**config.mk**
```make
export PLATFORM = sky130hd
export DESIGN_NAME = pwts_div_cell
export DESIGN_NICKNAME = d
export VERILOG_FILES = /design/src/hw/rtl/pwts_pkg.sv /design/src/hw/rtl/pwts_div_cell.sv
export SDC_FILE = /design/constraint.sdc
export NUM_CORES = 1
export LEC_CHECK = 0
export ABC_AREA = 1
export ABC_CLOCK_PERIOD_IN_PS = 1900
export BUFFER_PORTS_ARGS = -buffer_cell sky130_fd_sc_hd__clkbuf_2
export CORE_ASPECT_RATIO = 1.1
export CORE_MARGIN = 2
export CORE_UTILIZATION = 46
export DETAILED_ROUTE_END_ITERATION = 10
export PLACE_DENSITY = 0.89
export SLEW_MARGIN = 25
export SYNTH_ARGS = -nofsm -noshare
export SYNTH_HDL_FRONTEND = slang
export SYNTH_SLANG_ARGS = --single-unit
```
**constraint.sdc**
```tcl
create_clock -name i_clk -period 1.9 [get_ports i_clk]
set_input_delay 0.285 -clock i_clk [delete_from_list [all_inputs] [get_ports i_clk]]
set_output_delay 0.285 -clock i_clk [all_outputs]
set_load 0.02 [all_outputs]
```
**src/hw/rtl/pwts_pkg.sv**
```systemverilog
// ----------------------------------------------------------------------------
// pwts_pkg
// shared types and codes for the world-to-screen projection block
// ----------------------------------------------------------------------------
package pwts_pkg;

    typedef enum logic [1:0] {
        ST_OK     = 2'd0,
        ST_BEHIND = 2'd1,
        ST_SMALL  = 2'd2,
        ST_OVF    = 2'd3
    } t_status;

    localparam int NUM_REGS = 8;
    localparam int IDX_W    = 4;
    localparam int CFG_W    = 64;

    localparam logic [IDX_W-1:0] REG_ROW0_AB = 4'd0;
    localparam logic [IDX_W-1:0] REG_ROW0_CD = 4'd1;
    localparam logic [IDX_W-1:0] REG_ROW1_AB = 4'd2;
    localparam logic [IDX_W-1:0] REG_ROW1_CD = 4'd3;
    localparam logic [IDX_W-1:0] REG_ROW3_AB = 4'd4;
    localparam logic [IDX_W-1:0] REG_ROW3_CD = 4'd5;
    localparam logic [IDX_W-1:0] REG_WIDTH   = 4'd6;
    localparam logic [IDX_W-1:0] REG_HEIGHT  = 4'd7;

    // divider remainder width: denominator is 2*w with w < 2^31
    localparam int DEN_W = 33;

    // data riding alongside the divider chain
    typedef struct packed {
        logic signed [31:0] cx;
        logic signed [31:0] cy;
        logic signed [31:0] cw;
        t_status            st;
        logic               ovf;
        logic               sgn_x;
        logic               sgn_y;
    } t_side;

endpackage

```
**src/hw/rtl/pwts_div_cell.sv**
```systemverilog
// ----------------------------------------------------------------------------
// pwts_div_cell
// one restoring-division step: retires one quotient bit per cell
// ----------------------------------------------------------------------------
module pwts_div_cell #(
    parameter int NW = 63
) (
    input  logic                          i_clk,
    input  logic                          i_en,
    input  logic [pwts_pkg::DEN_W-1:0]    i_rem,
    input  logic [NW-1:0]                 i_num,
    input  logic [pwts_pkg::DEN_W-1:0]    i_den,
    output logic [pwts_pkg::DEN_W-1:0]    o_rem,
    output logic [NW-1:0]                 o_num,
    output logic [pwts_pkg::DEN_W-1:0]    o_den
);
    localparam int TW = pwts_pkg::DEN_W + 1;

    logic [pwts_pkg::DEN_W-1:0] r_rem, n_rem;
    logic [NW-1:0]              r_num, n_num;
    logic [pwts_pkg::DEN_W-1:0] r_den;
    logic [TW-1:0]              w_t, w_diff;
    logic                       w_ge;

    always_comb begin
        w_t    = {i_rem, i_num[NW-1]};
        w_diff = w_t - {1'b0, i_den};
        w_ge   = (w_t >= {1'b0, i_den});
        n_rem  = w_ge ? w_diff[pwts_pkg::DEN_W-1:0] : w_t[pwts_pkg::DEN_W-1:0];
        // numerator bits leave at the top, quotient bits enter at the bottom
        n_num  = {i_num[NW-2:0], w_ge};
    end

    always_ff @(posedge i_clk) begin
        if (i_en) begin
            r_rem <= n_rem;
            r_num <= n_num;
            r_den <= i_den;
        end
    end

    assign o_rem = r_rem;
    assign o_num = r_num;
    assign o_den = r_den;
endmodule

```
* Word level (Yosys, flattened, before mapping)
Cells that the tools add are included.
** Storage, ports and cells
- Word-level logic and storage cells :: 6
- Input port bits :: 131
- Flip-flop bits (word level) :: 129
** Operators by class
- Multiplexer cells :: 1
- Order comparisons :: 1
- $add $sub $neg :: 1
** Operator list (count)
- 34-bit by 33-bit >= comparator with 1-bit output :: 1
- 33-bit two-way mux :: 1
- 33-bit subtractor :: 1

* Longest topological paths before layout
- Depth in word-level cells :: 2
- Mapped depth :: 15
- Depth with buffers taken out :: 15

* Worst setup path before layout
Ideal clock, no wire load.
- Path type :: in2reg
- From :: in i_num[62]
- To :: reg r_rem (netlist bit o_rem[25]), data pin
- Buffers on the path :: 1
- Slack :: -0.035 ns
- Cell stages on the path :: 13
- Data arrival time :: 1.683 ns
- Path through :: inv_1 -> ha_1 -> inv_1 -> fa_1 -> nand3_1 -> nand3_2 -> nand2_1 -> nand2_2 -> nand2_4 -> nand2_8 -> buf_12 -> nand3_2 -> nand2_1
** Between the ends
- Cells in the longest elaborated chain, start to end :: 2
- Elaborated cells on any way between the ends :: 3
- Those cells by class :: add/sub: 1; order compare: 1; mux: 1
** Ends and longest elaborated chain
- start: declaration :: RTL line pwts_div_cell.sv:11 : input logic [NW-1:0] i_num,
- 33-bit subtractor / 34-bit by 33-bit >= comparator with 1-bit output (equally long branches) :: RTL line pwts_div_cell.sv:27, pwts_div_cell.sv:28
- 33-bit two-way mux (*) :: RTL line pwts_div_cell.sv:29 : n_rem = w_ge ? w_diff[pwts_pkg::DEN_W-1:0] : w_t[pwts_pkg::DEN_W-1:0];
- net n_rem (one bit) :: RTL line pwts_div_cell.sv:19 : logic [pwts_pkg::DEN_W-1:0] r_rem, n_rem;
- end signal: assignment :: RTL line pwts_div_cell.sv:36 : r_rem <= n_rem;
- end: declaration :: RTL line pwts_div_cell.sv:19
The timed path passes the listed nets; every way through them passes the cells marked *.
A chain may end at the register's enable or synchronous reset.

* Worst setup path in the final report
- From :: in i_den[9] (netlist bit)
- To :: reg r_rem (netlist bit o_rem[20]), data pin
** Between the ends
- Cells in the longest elaborated chain, start to end :: 2
- Elaborated cells on any way between the ends :: 3
- Those cells by class :: add/sub: 1; order compare: 1; mux: 1
** Ends and longest elaborated chain
- start: declaration :: RTL line pwts_div_cell.sv:12 : input logic [pwts_pkg::DEN_W-1:0] i_den,
- 33-bit subtractor / 34-bit by 33-bit >= comparator with 1-bit output (equally long branches) :: RTL line pwts_div_cell.sv:27, pwts_div_cell.sv:28
- 33-bit two-way mux (*) :: RTL line pwts_div_cell.sv:29
- net n_rem (one bit) :: RTL line pwts_div_cell.sv:19
Marks and branches as above.

==> results.txt <==
The signal arrival time at the worst endpoint is roughly 2.0 ns. The all-layer global routing usage came out at between 20 and 30%. The worst setup path is of the in -> reg kind. 260 I/O pins were placed. The worst setup path is launched from an input pin. The required arrival time at the worst endpoint came out at approximately 2.1 ns. The number of buffer and inverter stages on the critical path is 3. The floorplan step defined a die boundary enclosing approximately 17000 um^2.

The maximum root-to-sink buffer count came out at 2. The net count after synthesis came out at 973. The slew of the pin with the lowest slew margin came out at between 0.4 and 0.5 ns. CTS placed an instance of sky130_fd_sc_hd__clkbuf_16 at the clock tree root.

The number of antenna violations at the first check in global routing was 0. The proportion of register bits with asynchronous set or reset after synthesis is 0%. The net total in the final layout is 1344. For this run the aggregate overflow at the end of global routing stands at 0. The CTS buffer count came out at 17. Routability-driven placement finished with a final weighted congestion of 0.9471. The combined area of all synthesized cells came out at between 7000 and 8000 um^2. The antenna diode instance count came out at 0. In this run the worst path has a maximum fanout of 21.

After clock tree synthesis, the clock-pin slew on the worst setup and hold paths is 0.06 ns. The TritonCTS clock tree is yes. The minimum clock period after layout came out at 1.858 ns. The largest delay contributor family on the critical path is simple AND/OR/NAND/NOR gates. The total DRC errors in the routed layout is 0. In this run the vertical extent of the chip is approximately 140 um. The share of Yosys cell area claimed by the top area cell type came out at 53.89%. The routed length per instance came out at ~16 um.

The static leakage power came out at around 0.0054 uW. For this run, the detailed router's first-pass iteration total came to 6. The area growth from synthesis to layout is 43.20%.

The final cycle utilization of the critical path is a little over nine tenths. By area the synthesized netlist is led by sky130_fd_sc_hd__edfxtp_1, sky130_fd_sc_hd__nand2_1, sky130_fd_sc_hd__inv_1, sky130_fd_sc_hd__ha_1, sky130_fd_sc_hd__nand3_1. The worst slew margin relative to its limit came out at about 70%.

The number of warning messages in the yosys log came out at 0. The number of flops mapped to enable cells by yosys came out at 129. By count the netlist is led by sky130_fd_sc_hd__nand2_1, sky130_fd_sc_hd__inv_1, sky130_fd_sc_hd__edfxtp_1. The final instance count without filler cells is 1387. Static timing analysis puts the maximum clock frequency at between 500 and 600 MHz.

For this block, the routed nets add up to about 22000 um of wire. Setup repair after global routing could not meet its margin everywhere. The number of placed instances, taps included, is around 1300. The via count of the first global-routing pass came to 6401. The met2 wire length is between 10000 and 15000 um.

The post-detailed-placement cell area came out at around 9400 um^2. Across the run, the number of max-cap violations was 0. The synthesized netlist contains 29 unique library cells. The number of routed nets with antenna violations is 0. After detailed routing, the number of vias per cell comes to between 4 and 5.

Setup violations remaining at the end of the flow were counted as 0. After synthesis, flip-flops and latches occupy 53.89% of the total area. In this run, synthesis produced a sequential element count of approximately 130. The number of hold-slack violations in the final timing report came out at 0. The initial core utilization is 47.38%. The chip width came out at about 120 um.

In the post-synthesis netlist, the cell with the most instances is sky130_fd_sc_hd__nand2_1. The number of filler cells placed in the layout came out at approximately 1200. The first-pass GRT wire length is between 30000 and 40000 um.

The number of DRC markers after the initial detailed-route iteration is between 400 and 500. The region available for standard cell placement spans between 15000 and 20000 um^2. Detailed placement finished with a half-perimeter wire length of roughly 17000 um.

The row count came out at 47. In the final routing, the length of wire on met1 measures around 8400 um. The endpoint class of the critical path is a flip-flop.

The total via count after detailed routing came out at roughly 6700. The largest net degree at the start of global routing is 42. Final hold analysis gives a worst-case slack of 0.04003 ns. In this design, the stage delay of the slowest critical-path cell is 0.35 ns. In the final layout, the share of cells above drive strength 1 is 38.37%. The finished cells cover roughly 10000 um^2.

Walking the worst path, the cells encountered are clkbuf_2 -> inv_1 -> ha_1 -> nand2_2 -> nor2_2 -> nand3_1 -> nand3_2 -> nand2_1 -> nand2_2 -> nand2_8 -> buf_12 -> nand3_1 -> nand2_1. The depth of the CTS H-tree came out at 4. The area of the multi-input gates is 2860 um^2. The critical-path cell with the highest stage delay is sky130_fd_sc_hd__ha_1.

The met3 wire length is ~1800 um. The number of port buffers is 259. The total clock sinks came out at 129. The mean cell area of the mapped netlist is 8.896 um^2. Among all flip-flop cells after synthesis, the most frequent one is sky130_fd_sc_hd__edfxtp_1.

The highest routing layer actually used is met4. sky130_fd_sc_hd__edfxtp_1 takes more of the synthesized area than any other cell. The flow ran to the end, and the final reports show no timing, DRC or antenna violations. The path type of the worst min-delay path is in -> reg.

The number of pins exceeding their max-slew limit in the final report came out at 0. The combined flip-flop and latch cell area is 3874 um^2. Power spread over the standard cell area amounts to around 890 nW/um^2. The maximum ir drop on the vdd rail came out at a little under 0.0006 V. The gate count of the mapped netlist came out at roughly 810.
-- placed cells by master, fill, tap and decap left out, drive strengths merged --
| master | Yosys | final |
|---|---|---|
| a21o | 2 | 2 |
| a21oi | 21 | 21 |
| and2 | 5 | 5 |
| and3 | 1 | 1 |
| buf | 9 | 100 |
| bufinv | 0 | 3 |
| clkbuf | 0 | 275 |
| clkinv | 0 | 4 |
| clkinvlp | 0 | 2 |
| edfxtp | 129 | 129 |
| fa | 1 | 1 |
| ha | 33 | 33 |
| inv | 160 | 165 |
| nand2 | 297 | 300 |
| nand3 | 69 | 69 |
| nand3b | 10 | 10 |
| nand4 | 2 | 2 |
| nor2 | 41 | 41 |
| nor3 | 11 | 11 |
| o21ai | 1 | 1 |
| or2 | 2 | 2 |
| xnor2 | 1 | 1 |
| xor2 | 13 | 13 |
-- metrics by stage --
| stage | setup TNS, ns | total power (uW) | worst slack [ns] | util [%] |
|---|---|---|---|---|
| final | 0 | 9164 | 0.04183 | 67.85 |
| after global routing | -0.5151 | 9511 | -0.03795 | 67.85 |
| after CTS | 0 | 9085 | 0.06575 | 66.06 |
| after detailed placement | -10.87 | 5707 | -0.3693 | 62.07 |
| after global placement | -10.36 | 5654 | -0.3793 | 62.07 |
| after floorplan | 0 | 4785 | 0.01277 | - |
-- state kept, by name, summed over array words and instances, names as in the netlist --
signal,flops
o_den,33
o_num,63
o_rem,33
-- per-layer routing --
metal | global-route usage [%] | up-vias
li1 | - | 3316
met5 | 0 | -
met2 | 45.54 | 304
met4 | 9.533 | 0
met1 | 29.91 | 3058
met3 | 5.110 | 40
-- timing repair --
action,CTS,global route
hold buffers,0,0
endpoints found under the setup margin,0,32
resized for setup,0,39
setup buffers,0,4
-- final cells by class --
type / instances / area share [%]
Tap cell: 196 / 2.382
Timing Repair Buffer: 358 / 20.47
Sequential cell: 129 / 37.63
Inverter: 160 / 5.834
Multi-Input combinational cell: 513 / 27.79
Clock buffer: 17 / 4.133
Clock inverter: 14 / 1.762
-- kinds of logic (layout without fill, tap and decap cells) --
| group | count (synthesis) | in the layout | share of synthesized area, % |
|---|---|---|---|
| and+or+nand+nor | 438 | 441 | 27.28 |
| buffers and inverters | 169 | 549 | 9.365 |
| DFF | 129 | 129 | 53.89 |
| adders and majority gates | 34 | 34 | 6.023 |
| AOI/OAI and AO/OA | 24 | 24 | 1.741 |
| xor gates and xnor gates | 14 | 14 | 1.706 |
-- where the power goes --
group,leakage (uW),switching (uW),internal [uW]
combinational,0.00388,1370,849
sequential,0.00126,90.0,3470
clock,0.000294,1300,2080
total,0.00543,2760,6400
-- worst paths after layout --
path	startpoint	end	slack, ns	cells after the start
max	i_den[9]	o_rem[20]	0.04	13
min	i_num[18]	o_num[19]	0.04	1
Note: power is estimated with default switching activity, not from simulation.
